<file path="src/rtl/core/plt_pkg.sv">
// Shared types, codes and defaults for the positional list table.
package plt_pkg;

    // Default list size and entry width
    localparam int PLT_DEPTH = 16;
    localparam int PLT_WIDTH = 32;

    // Command codes
    localparam logic [1:0] CMD_INSERT = 2'd0;
    localparam logic [1:0] CMD_REMOVE = 2'd1;
    localparam logic [1:0] CMD_WRITE  = 2'd2;
    localparam logic [1:0] CMD_READ   = 2'd3;

    // Status codes
    localparam logic [1:0] ST_OK    = 2'd0;
    localparam logic [1:0] ST_RANGE = 2'd1;
    localparam logic [1:0] ST_FULL  = 2'd2;

    // Request word
    typedef struct packed {
        logic [1:0]  cmd;
        logic [4:0]  position;
        logic [31:0] data_in;
    } req_word_t;

    // Response word
    typedef struct packed {
        logic [31:0] data_out;
        logic [1:0]  status;
        logic [4:0]  entry_count;
    } rsp_word_t;

    // Finished result handed from the sequencer to the output stage
    typedef struct packed {
        logic      valid;
        rsp_word_t word;
    } res_t;

endpackage

</file>
<file path="src/rtl/core/plt_ram.sv">
// Generic single-write, single-read RAM with registered read data.
module plt_ram #(
    parameter int WIDTH = plt_pkg::PLT_WIDTH,
    parameter int DEPTH = plt_pkg::PLT_DEPTH
) (
    input  logic                     clk,
    input  logic                     we,
    input  logic [$clog2(DEPTH)-1:0] waddr,
    input  logic [WIDTH-1:0]         wdata,
    input  logic [$clog2(DEPTH)-1:0] raddr,
    output logic [WIDTH-1:0]         rdata
);

    logic [WIDTH-1:0] mem [DEPTH];
    logic [WIDTH-1:0] rdata_reg;

    // Write and register the read port
    always_ff @(posedge clk)
    begin
        if (we)
        begin
            mem[waddr] <= wdata;
        end
        rdata_reg <= mem[raddr];
    end

    assign rdata = rdata_reg;

endmodule

</file>
<file path="src/rtl/core/plt_ctrl.sv">
// Command sequencer: range checks, entry count and one-entry-at-a-time shifting.
module plt_ctrl #(
    parameter int DEPTH = plt_pkg::PLT_DEPTH,
    parameter int WIDTH = plt_pkg::PLT_WIDTH
) (
    input  logic                     clk,
    input  logic                     rst_n,
    input  logic                     req_valid,
    output logic                     req_stall,
    input  plt_pkg::req_word_t       req,
    input  logic                     out_free,
    output plt_pkg::res_t            res,
    output logic                     ram_we,
    output logic [$clog2(DEPTH)-1:0] ram_waddr,
    output logic [WIDTH-1:0]         ram_wdata,
    output logic [$clog2(DEPTH)-1:0] ram_raddr,
    input  logic [WIDTH-1:0]         ram_rdata
);

    localparam int AW = $clog2(DEPTH);
    localparam int CW = $clog2(DEPTH + 1);
    localparam int PW = (CW > 5) ? CW : 5;
    localparam logic [CW-1:0] FULL_COUNT = CW'(DEPTH);

    typedef enum logic [2:0] {
        IDLE,
        SHIFT_RD,
        SHIFT_WR,
        PUT,
        DROP,
        FETCH,
        FINISH
    } state_t;

    state_t           state_reg,  state_next;
    logic [CW-1:0]    count_reg,  count_next;
    logic [CW-1:0]    idx_reg,    idx_next;
    logic [PW-1:0]    pos_reg,    pos_next;
    logic [1:0]       cmd_reg,    cmd_next;
    logic [1:0]       status_reg, status_next;
    logic [WIDTH-1:0] data_reg,   data_next;
    logic [WIDTH-1:0] rd_reg,     rd_next;

    logic [PW-1:0]    pos_in;
    logic [PW-1:0]    count_ext;
    logic [63:0]      din_wide;
    logic [63:0]      rd_wide;
    logic [CW-1:0]    src;

    assign pos_in    = PW'(req.position);
    assign count_ext = PW'(count_reg);
    assign din_wide  = 64'(req.data_in);
    assign rd_wide   = 64'(rd_reg);

    // Source cell of the current move: below for insert, above for remove
    assign src = (cmd_reg == plt_pkg::CMD_INSERT) ? idx_reg - CW'(1) : idx_reg + CW'(1);

    assign req_stall = (state_reg != IDLE);

    // Present the finished word
    always_comb
    begin
        res.valid            = (state_reg == FINISH);
        res.word.data_out    = rd_wide[31:0];
        res.word.status      = status_reg;
        res.word.entry_count = 5'(count_reg);
    end

    // Sequence one command
    always_comb
    begin
        state_next  = state_reg;
        count_next  = count_reg;
        idx_next    = idx_reg;
        pos_next    = pos_reg;
        cmd_next    = cmd_reg;
        status_next = status_reg;
        data_next   = data_reg;
        rd_next     = rd_reg;
        ram_we      = 1'b0;
        ram_waddr   = '0;
        ram_wdata   = '0;
        ram_raddr   = '0;

        unique case (state_reg)
            IDLE:
            begin
                if (req_valid)
                begin
                    cmd_next    = req.cmd;
                    pos_next    = pos_in;
                    data_next   = din_wide[WIDTH-1:0];
                    rd_next     = '0;
                    status_next = plt_pkg::ST_OK;
                    idx_next    = count_reg;
                    unique case (req.cmd)
                        plt_pkg::CMD_INSERT:
                        begin
                            priority if (pos_in > count_ext)
                            begin
                                status_next = plt_pkg::ST_RANGE;
                                state_next  = FINISH;
                            end
                            else if (count_reg == FULL_COUNT)
                            begin
                                status_next = plt_pkg::ST_FULL;
                                state_next  = FINISH;
                            end
                            else if (count_ext > pos_in)
                            begin
                                state_next = SHIFT_RD;
                            end
                            else
                            begin
                                state_next = PUT;
                            end
                        end
                        plt_pkg::CMD_REMOVE:
                        begin
                            idx_next = pos_in[CW-1:0];
                            priority if (pos_in >= count_ext)
                            begin
                                status_next = plt_pkg::ST_RANGE;
                                state_next  = FINISH;
                            end
                            else if (pos_in + PW'(1) < count_ext)
                            begin
                                state_next = SHIFT_RD;
                            end
                            else
                            begin
                                state_next = DROP;
                            end
                        end
                        plt_pkg::CMD_WRITE:
                        begin
                            if (pos_in >= count_ext)
                            begin
                                status_next = plt_pkg::ST_RANGE;
                                state_next  = FINISH;
                            end
                            else
                            begin
                                state_next = PUT;
                            end
                        end
                        plt_pkg::CMD_READ:
                        begin
                            ram_raddr = pos_in[AW-1:0];
                            if (pos_in >= count_ext)
                            begin
                                status_next = plt_pkg::ST_RANGE;
                                state_next  = FINISH;
                            end
                            else
                            begin
                                state_next = FETCH;
                            end
                        end
                        default:
                        begin
                            state_next = FINISH;
                        end
                    endcase
                end
            end
            SHIFT_RD:
            begin
                // Fetch the neighbor that moves into the current cell
                ram_raddr  = src[AW-1:0];
                state_next = SHIFT_WR;
            end
            SHIFT_WR:
            begin
                // Move one entry and advance the cell index
                ram_we    = 1'b1;
                ram_waddr = idx_reg[AW-1:0];
                ram_wdata = ram_rdata;
                idx_next  = src;
                if (cmd_reg == plt_pkg::CMD_INSERT)
                begin
                    state_next = (PW'(src) > pos_reg) ? SHIFT_RD : PUT;
                end
                else
                begin
                    state_next = (PW'(src) + PW'(1) < count_ext) ? SHIFT_RD : DROP;
                end
            end
            PUT:
            begin
                ram_we    = 1'b1;
                ram_waddr = pos_reg[AW-1:0];
                ram_wdata = data_reg;
                if (cmd_reg == plt_pkg::CMD_INSERT)
                begin
                    count_next = count_reg + CW'(1);
                end
                state_next = FINISH;
            end
            DROP:
            begin
                count_next = count_reg - CW'(1);
                state_next = FINISH;
            end
            FETCH:
            begin
                rd_next    = ram_rdata;
                state_next = FINISH;
            end
            FINISH:
            begin
                // Hold until the output stage takes the word
                if (out_free)
                begin
                    state_next = IDLE;
                end
            end
            default:
            begin
                state_next = IDLE;
            end
        endcase
    end

    // Hold state, count and command context
    always_ff @(posedge clk or negedge rst_n)
    begin
        if (!rst_n)
        begin
            state_reg <= IDLE;
            count_reg <= '0;
        end
        else
        begin
            state_reg <= state_next;
            count_reg <= count_next;
        end
    end

    always_ff @(posedge clk)
    begin
        idx_reg    <= idx_next;
        pos_reg    <= pos_next;
        cmd_reg    <= cmd_next;
        status_reg <= status_next;
        data_reg   <= data_next;
        rd_reg     <= rd_next;
    end

endmodule

</file>
<file path="src/rtl/core/positional_list_table_unit.sv">
// Top level of the positional list table: sequencer, entry RAM and output register.
//
// A bounded ordered list of up to DEPTH entries addressed by position, with insert,
// remove, overwrite and read commands; every command returns one word with status
// and the entry count after the command. One command is in work at a time and
// req_stall stays high until its result word has moved into the output register.
// A rejected command goes straight to FINISH, an overwrite through PUT and a read
// through FETCH. An insert at position p with n entries moves n-p entries and a
// remove n-p-1, each with one read (SHIFT_RD) and one write (SHIFT_WR) on the
// single entry RAM; an insert then writes its entry in PUT, a remove lowers the
// count in DROP. The result sits in an output register, so a new command is taken
// while the previous result still waits downstream; its own result then holds the
// sequencer until that word is taken. Entries are not cleared at reset; only
// written cells are ever read.
module positional_list_table_unit #(
    parameter int DEPTH = plt_pkg::PLT_DEPTH,
    parameter int WIDTH = plt_pkg::PLT_WIDTH
) (
    input  logic               clk,
    input  logic               rst_n,
    input  logic               req_valid,
    output logic               req_stall,
    input  plt_pkg::req_word_t req,
    output logic               rsp_valid,
    input  logic               rsp_stall,
    output plt_pkg::rsp_word_t rsp
);

    localparam int AW = $clog2(DEPTH);

    plt_pkg::res_t      res;
    logic               out_free;
    logic               ram_we;
    logic [AW-1:0]      ram_waddr;
    logic [WIDTH-1:0]   ram_wdata;
    logic [AW-1:0]      ram_raddr;
    logic [WIDTH-1:0]   ram_rdata;

    logic               rsp_valid_reg, rsp_valid_next;
    plt_pkg::rsp_word_t rsp_reg;

    plt_ctrl #(
        .DEPTH (DEPTH),
        .WIDTH (WIDTH)
    ) u_ctrl (
        .clk       (clk),
        .rst_n     (rst_n),
        .req_valid (req_valid),
        .req_stall (req_stall),
        .req       (req),
        .out_free  (out_free),
        .res       (res),
        .ram_we    (ram_we),
        .ram_waddr (ram_waddr),
        .ram_wdata (ram_wdata),
        .ram_raddr (ram_raddr),
        .ram_rdata (ram_rdata)
    );

    plt_ram #(
        .WIDTH (WIDTH),
        .DEPTH (DEPTH)
    ) u_ram (
        .clk   (clk),
        .we    (ram_we),
        .waddr (ram_waddr),
        .wdata (ram_wdata),
        .raddr (ram_raddr),
        .rdata (ram_rdata)
    );

    // Output register is free when empty or being drained this cycle
    assign out_free = !rsp_valid_reg || !rsp_stall;

    // Load a finished word, drop a taken one
    always_comb
    begin
        rsp_valid_next = rsp_valid_reg;
        if (res.valid && out_free)
        begin
            rsp_valid_next = 1'b1;
        end
        else if (rsp_valid_reg && !rsp_stall)
        begin
            rsp_valid_next = 1'b0;
        end
    end

    always_ff @(posedge clk or negedge rst_n)
    begin
        if (!rst_n)
        begin
            rsp_valid_reg <= 1'b0;
        end
        else
        begin
            rsp_valid_reg <= rsp_valid_next;
        end
    end

    always_ff @(posedge clk)
    begin
        if (res.valid && out_free)
        begin
            rsp_reg <= res.word;
        end
    end

    assign rsp_valid = rsp_valid_reg;
    assign rsp       = rsp_reg;

endmodule
</file>
<file path="config.mk">
export PLATFORM = sky130hd
export DESIGN_NAME = positional_list_table_unit
export DESIGN_NICKNAME = d
export VERILOG_FILES = /design/src/rtl/core/plt_pkg.sv /design/src/rtl/core/plt_ram.sv /design/src/rtl/core/plt_ctrl.sv /design/src/rtl/core/positional_list_table_unit.sv
export SDC_FILE = /design/constraint.sdc
export NUM_CORES = 1
export LEC_CHECK = 0
export BUFFER_PORTS_ARGS = -buffer_cell sky130_fd_sc_hd__buf_2
export CAP_MARGIN = 5
export CELL_PAD_IN_SITES_DETAIL_PLACEMENT = 1
export CELL_PAD_IN_SITES_GLOBAL_PLACEMENT = 1
export CORE_AREA = 2 2 241 196
export DETAILED_ROUTE_END_ITERATION = 8
export DIE_AREA = 0 0 243 198
export PLACE_DENSITY_LB_ADDON = 0.1
export SLEW_MARGIN = 25
export SYNTH_ARGS = -nofsm -noshare
export SYNTH_HDL_FRONTEND = slang
export SYNTH_SLANG_ARGS = --single-unit
</file>
<file path="constraint.sdc">
create_clock -name clk -period 13.65 [get_ports clk]
set_input_delay 1.365 -clock clk [delete_from_list [all_inputs] [get_ports clk]]
set_output_delay 1.365 -clock clk [all_outputs]
set_load 0.01 [all_outputs]
</file>
==> qor.tcl <==
set qor(status) {completed}
set qor(bufs_on_longest_clock_path) 3
set qor(drt_iter0_drc) 1386
set qor(cts.sink_count) 670
set qor(detailedRoute.firstPassIterationCount) 5
set qor(globalRouteTotalUtil_pct) 28.67
set qor(final.period_utilization_pct) 32.15
set qor(synth_top_cells_by_area) {edfxtp_1 72%, mux4_2 5.5%, mux2i_1 2.5%, dfxtp_1 2.4%, nand2_1 2.2%}
set qor(number_of_antenna_violations_at_the_first_check_in_global_routing) 0
set qor(drt.antenna.violating_nets) 0
set qor(max_cap_violations) 0
set qor(worst_slew_margin_rel_pct) 29.33
set qor(cp_slowest_stage_delay_ns) 0.81
set qor(critical_path.reg2reg.endpoint) {u_ram.rdata[24]}
set qor(postSynthNetCount) 1572
set qor(dp_cells) 2163
set qor(first_global_vias) 15150
set qor(post_cts_hold_buffer_count) 0
set qor(number_of_placement_rows) 71
set qor(post-layout-total-power_mw) 6.227
set qor(cts_tree) {yes}
set qor(irDropWorstVdd_v) 0.0001326
set qor(multiInputGateArea_mm2) 0.006118
set qor(clkLatencyLatePin_ns) 0.61
set qor(cp-end-kind) {flip-flop}
set qor(arrival_ns) 4.86
set qor(min_delay_path_depth) 0
set qor(detailedPlacementHpwl_mm) 35.92
set qor(netlist.area_leader.share_pct) 72.17
set qor(via_per_inst) 6.255
set qor(route.vias.total) 14270
set qor(yosys.cell_count.top_type) {edfxtp_1}
set qor(synthesis.yosys.warnings) 0
set qor(critical_path.max_fanout) 68
set qor(flow.area_growth_from_synthesis_pct) 13.04
set qor(clock_pin_slew_of_the_registers_on_the_worst_case_setup_and_hold_paths_ns) 0.06
set qor(r2r.worst_path.cells) 10
set qor(synth.ff_latch_count) 670
set qor(synth.largest_area_cell) {edfxtp_1}
set qor(post-route-util_pct) 64.29
set qor(postSynthAreaPerCell_um2) 17.41
set qor(antennaDiodeCount) 0
set qor(slew_viol_final) 0
set qor(finalSetupTns_ns) 0
set qor(cp.required_ns) 14.12
set qor(floorplan.die.height_um) 198
set qor(timing.rr.start) {u_ctrl.cmd_reg[1]}
set qor(crit_buf_inv) 1
set qor(cts_made_buffers) 67
set qor(critPathSlowestCell) {and2_4}
set qor(finalHoldViolCount) 0
set qor(drcViolationCount) 0
set qor(finalNonFillerCells) 2281
set qor(number_of_library_cell_types_mapped_by_synthesis) 62
set qor(nets) 1681
set qor(die_area_mm2) 0.04811
set qor(hold_path.startpoint) {u_ctrl.rd_reg[22]}
set qor(boundary_pins) 84
set qor(worstMarginPinSlew_ns) 1.060
set qor(synth-main-ff-cell) {edfxtp_1}
set qor(largest_register_ff_count) 512
set qor(post_cts_setup_buffer_count) 0
set qor(floorplan.initialDensity_pct) 56.88
set qor(worst_hold_path.endpoint) {rsp[29]}
set qor(ordered_list_of_cells_on_the_worst_path) {or2_1 -> xnor2_1 -> ha_1 -> nor2b_1 -> a31o_2 -> and2_4 -> buf_4 -> mux2_2 -> o211ai_1 -> nand4_1}
set qor(grt_first_pass_wirelength_mm) 99.13
set qor(globalRoute.totalOverflow) 0
set qor(count_of_flip_flops_with_a_built_in_enable_after_synthesis) 629
set qor(final.fill_count) 3969
set qor(clock_h_tree_levels) 3
set qor(gp_congestion) 0.8401
set qor(max_clock_freq_mhz) 227.9
set qor(port-buffer-count) 83
set qor(synthesis.instances) 1503
set qor(power_per_cell_area_mw_per_mm2) 210.5
set qor(skew_ns) 0.02322
set qor(avgRoutedWirePerCell_um) 29.42
set qor(post_route_cells_drive_above_1_share_pct) 21.13
set qor(synth_async_sr_flop_share_pct) 1.343
set qor(grt_start_max_net_pins) 69
set qor(clock_tree.root_cell) {clkbuf_16}
set qor(timing.critical_path.from_type) {flip-flop}
set qor(ys_seq_area_share_pct) 75.48
set qor(critPathKind) {reg2reg}
set qor(placeableCoreArea_mm2) 0.04602
set qor(post_cts.resized_instances) 0
set qor(worst_hold_path_type) {reg2reg}
set qor(power_leakage_nw) 9.823
set qor(final-seq-area_mm2) 0.01976
set qor(die_width_um) 243
set qor(grt_setup_unrepaired) {no}
set qor(synth.cells.most_frequent) {629 x edfxtp_1, 155 x nand2_1, 65 x mux2i_1}
set qor(fin_crit_ns) 4.389
set qor(finalSetupViolations) 0
set qor(worst_path_dominant_cell_family) {simple AND/OR/NAND/NOR gates}
set qor(worst-r2r-setup-slack_ns) 9.26
set qor(drt_wl_total_mm) 67.12
set qor(post_synth_instance_area_mm2) 0.02617
-- final cells by class --
class,count,share of cell area (%)
Sequential cell,670,66.78
Multi-Input combinational cell,734,20.68
Inverter,21,0.2664
Tap cell,620,2.622
Clock buffer,97,6.534
Timing Repair Buffer,118,2.305
Clock inverter,21,0.8162
-- per-stage QoR --
step | hold slack [ns] | area [um2] | setup slack, ns
floorplan | 0.4003 | 26170 | 8.803
global placement | 0.4023 | 27390 | 8.933
detailed placement | 0.4052 | 27400 | 8.838
CTS | 0.4189 | 29570 | 9.296
global route | 0.4212 | 29580 | 9.028
finish | 0.4148 | 29580 | 9.261
-- layout by cell type, fill, tap and decap left out, types with 3 or more instances in the layout --
| cell | instances |
|---|---|
| xor2_1 | 3 |
| o21a_1 | 3 |
| bufinv_16 | 4 |
| clkinv_1 | 5 |
| mux4_2 | 64 |
| ha_1 | 25 |
| a311o_1 | 29 |
| a21oi_1 | 18 |
| clkbuf_1 | 19 |
| and2_1 | 33 |
| nor2_1 | 48 |
| inv_1 | 18 |
| nor4_1 | 5 |
| buf_4 | 34 |
| o22ai_1 | 33 |
| nand3_1 | 12 |
| o211ai_1 | 33 |
| nor3_2 | 3 |
| clkbuf_16 | 70 |
| and3_1 | 4 |
| nor2_4 | 14 |
| nor2b_1 | 6 |
| dfxtp_1 | 32 |
| edfxtp_1 | 629 |
| xnor2_1 | 12 |
| nand2b_1 | 35 |
| nand2_1 | 154 |
| mux2_2 | 32 |
| nor3_1 | 7 |
| clkbuf_8 | 8 |
| dfrtp_1 | 8 |
| mux2i_1 | 65 |
| nand4_1 | 32 |
| clkinv_8 | 3 |
| buf_2 | 83 |
| clkinv_2 | 8 |
| o21ai_0 | 17 |
| a21o_1 | 3 |
-- cells by family after synthesis --
kind of cell / synth area share [%]
AND/OR/NAND/NOR: 6.592
flip-flops: 75.48
AO/OA/AOI/OAI: 4.771
buffers and inverters: 1.912
XOR/XNOR: 0.6072
multiplexers: 9.370
adder cells (fa/ha/maj): 1.272
-- worst reg2reg max path, stage by stage (launching register included) --
cell and delay (ns):
edfxtp_1 0.48, or2_1 0.34, xnor2_1 0.22, ha_1 0.32, nor2b_1 0.22, a31o_2 0.19, and2_4 0.81, buf_4 0.86
mux2_2 0.49, o211ai_1 0.17, nand4_1 0.15
-- where the power goes --
part	total, mW	internal [mW]	switching [mW]
Combinational	1.47	0.464	1.01
Clock	1.82	1.06	0.760
Sequential	2.93	2.79	0.140
Total	6.23	4.32	1.91
-- layer usage --
layer	global-route usage, %	vias up	share of wire (%)
li1	-	6112	-
met3	5.123	131	6.3
met2	47.11	559	49
met4	9.430	0	2.8
met1	39.40	7466	42
met5	0	-	0
-- worst max path at each step --
stage / from / end / cells past startpoint
floorplan: rsp_stall / rsp[0] / 2
global placement: req[37] / u_ram.rdata[29] / 8
detailed placement: req[37] / u_ram.rdata[24] / 8
CTS: u_ctrl.cmd_reg[1] / u_ram.rdata[24] / 10
global route: u_ctrl.cmd_reg[0] / u_ram.rdata[24] / 10
finish: u_ctrl.cmd_reg[1] / u_ram.rdata[24] / 10
Power figures use the tool's default switching activity.
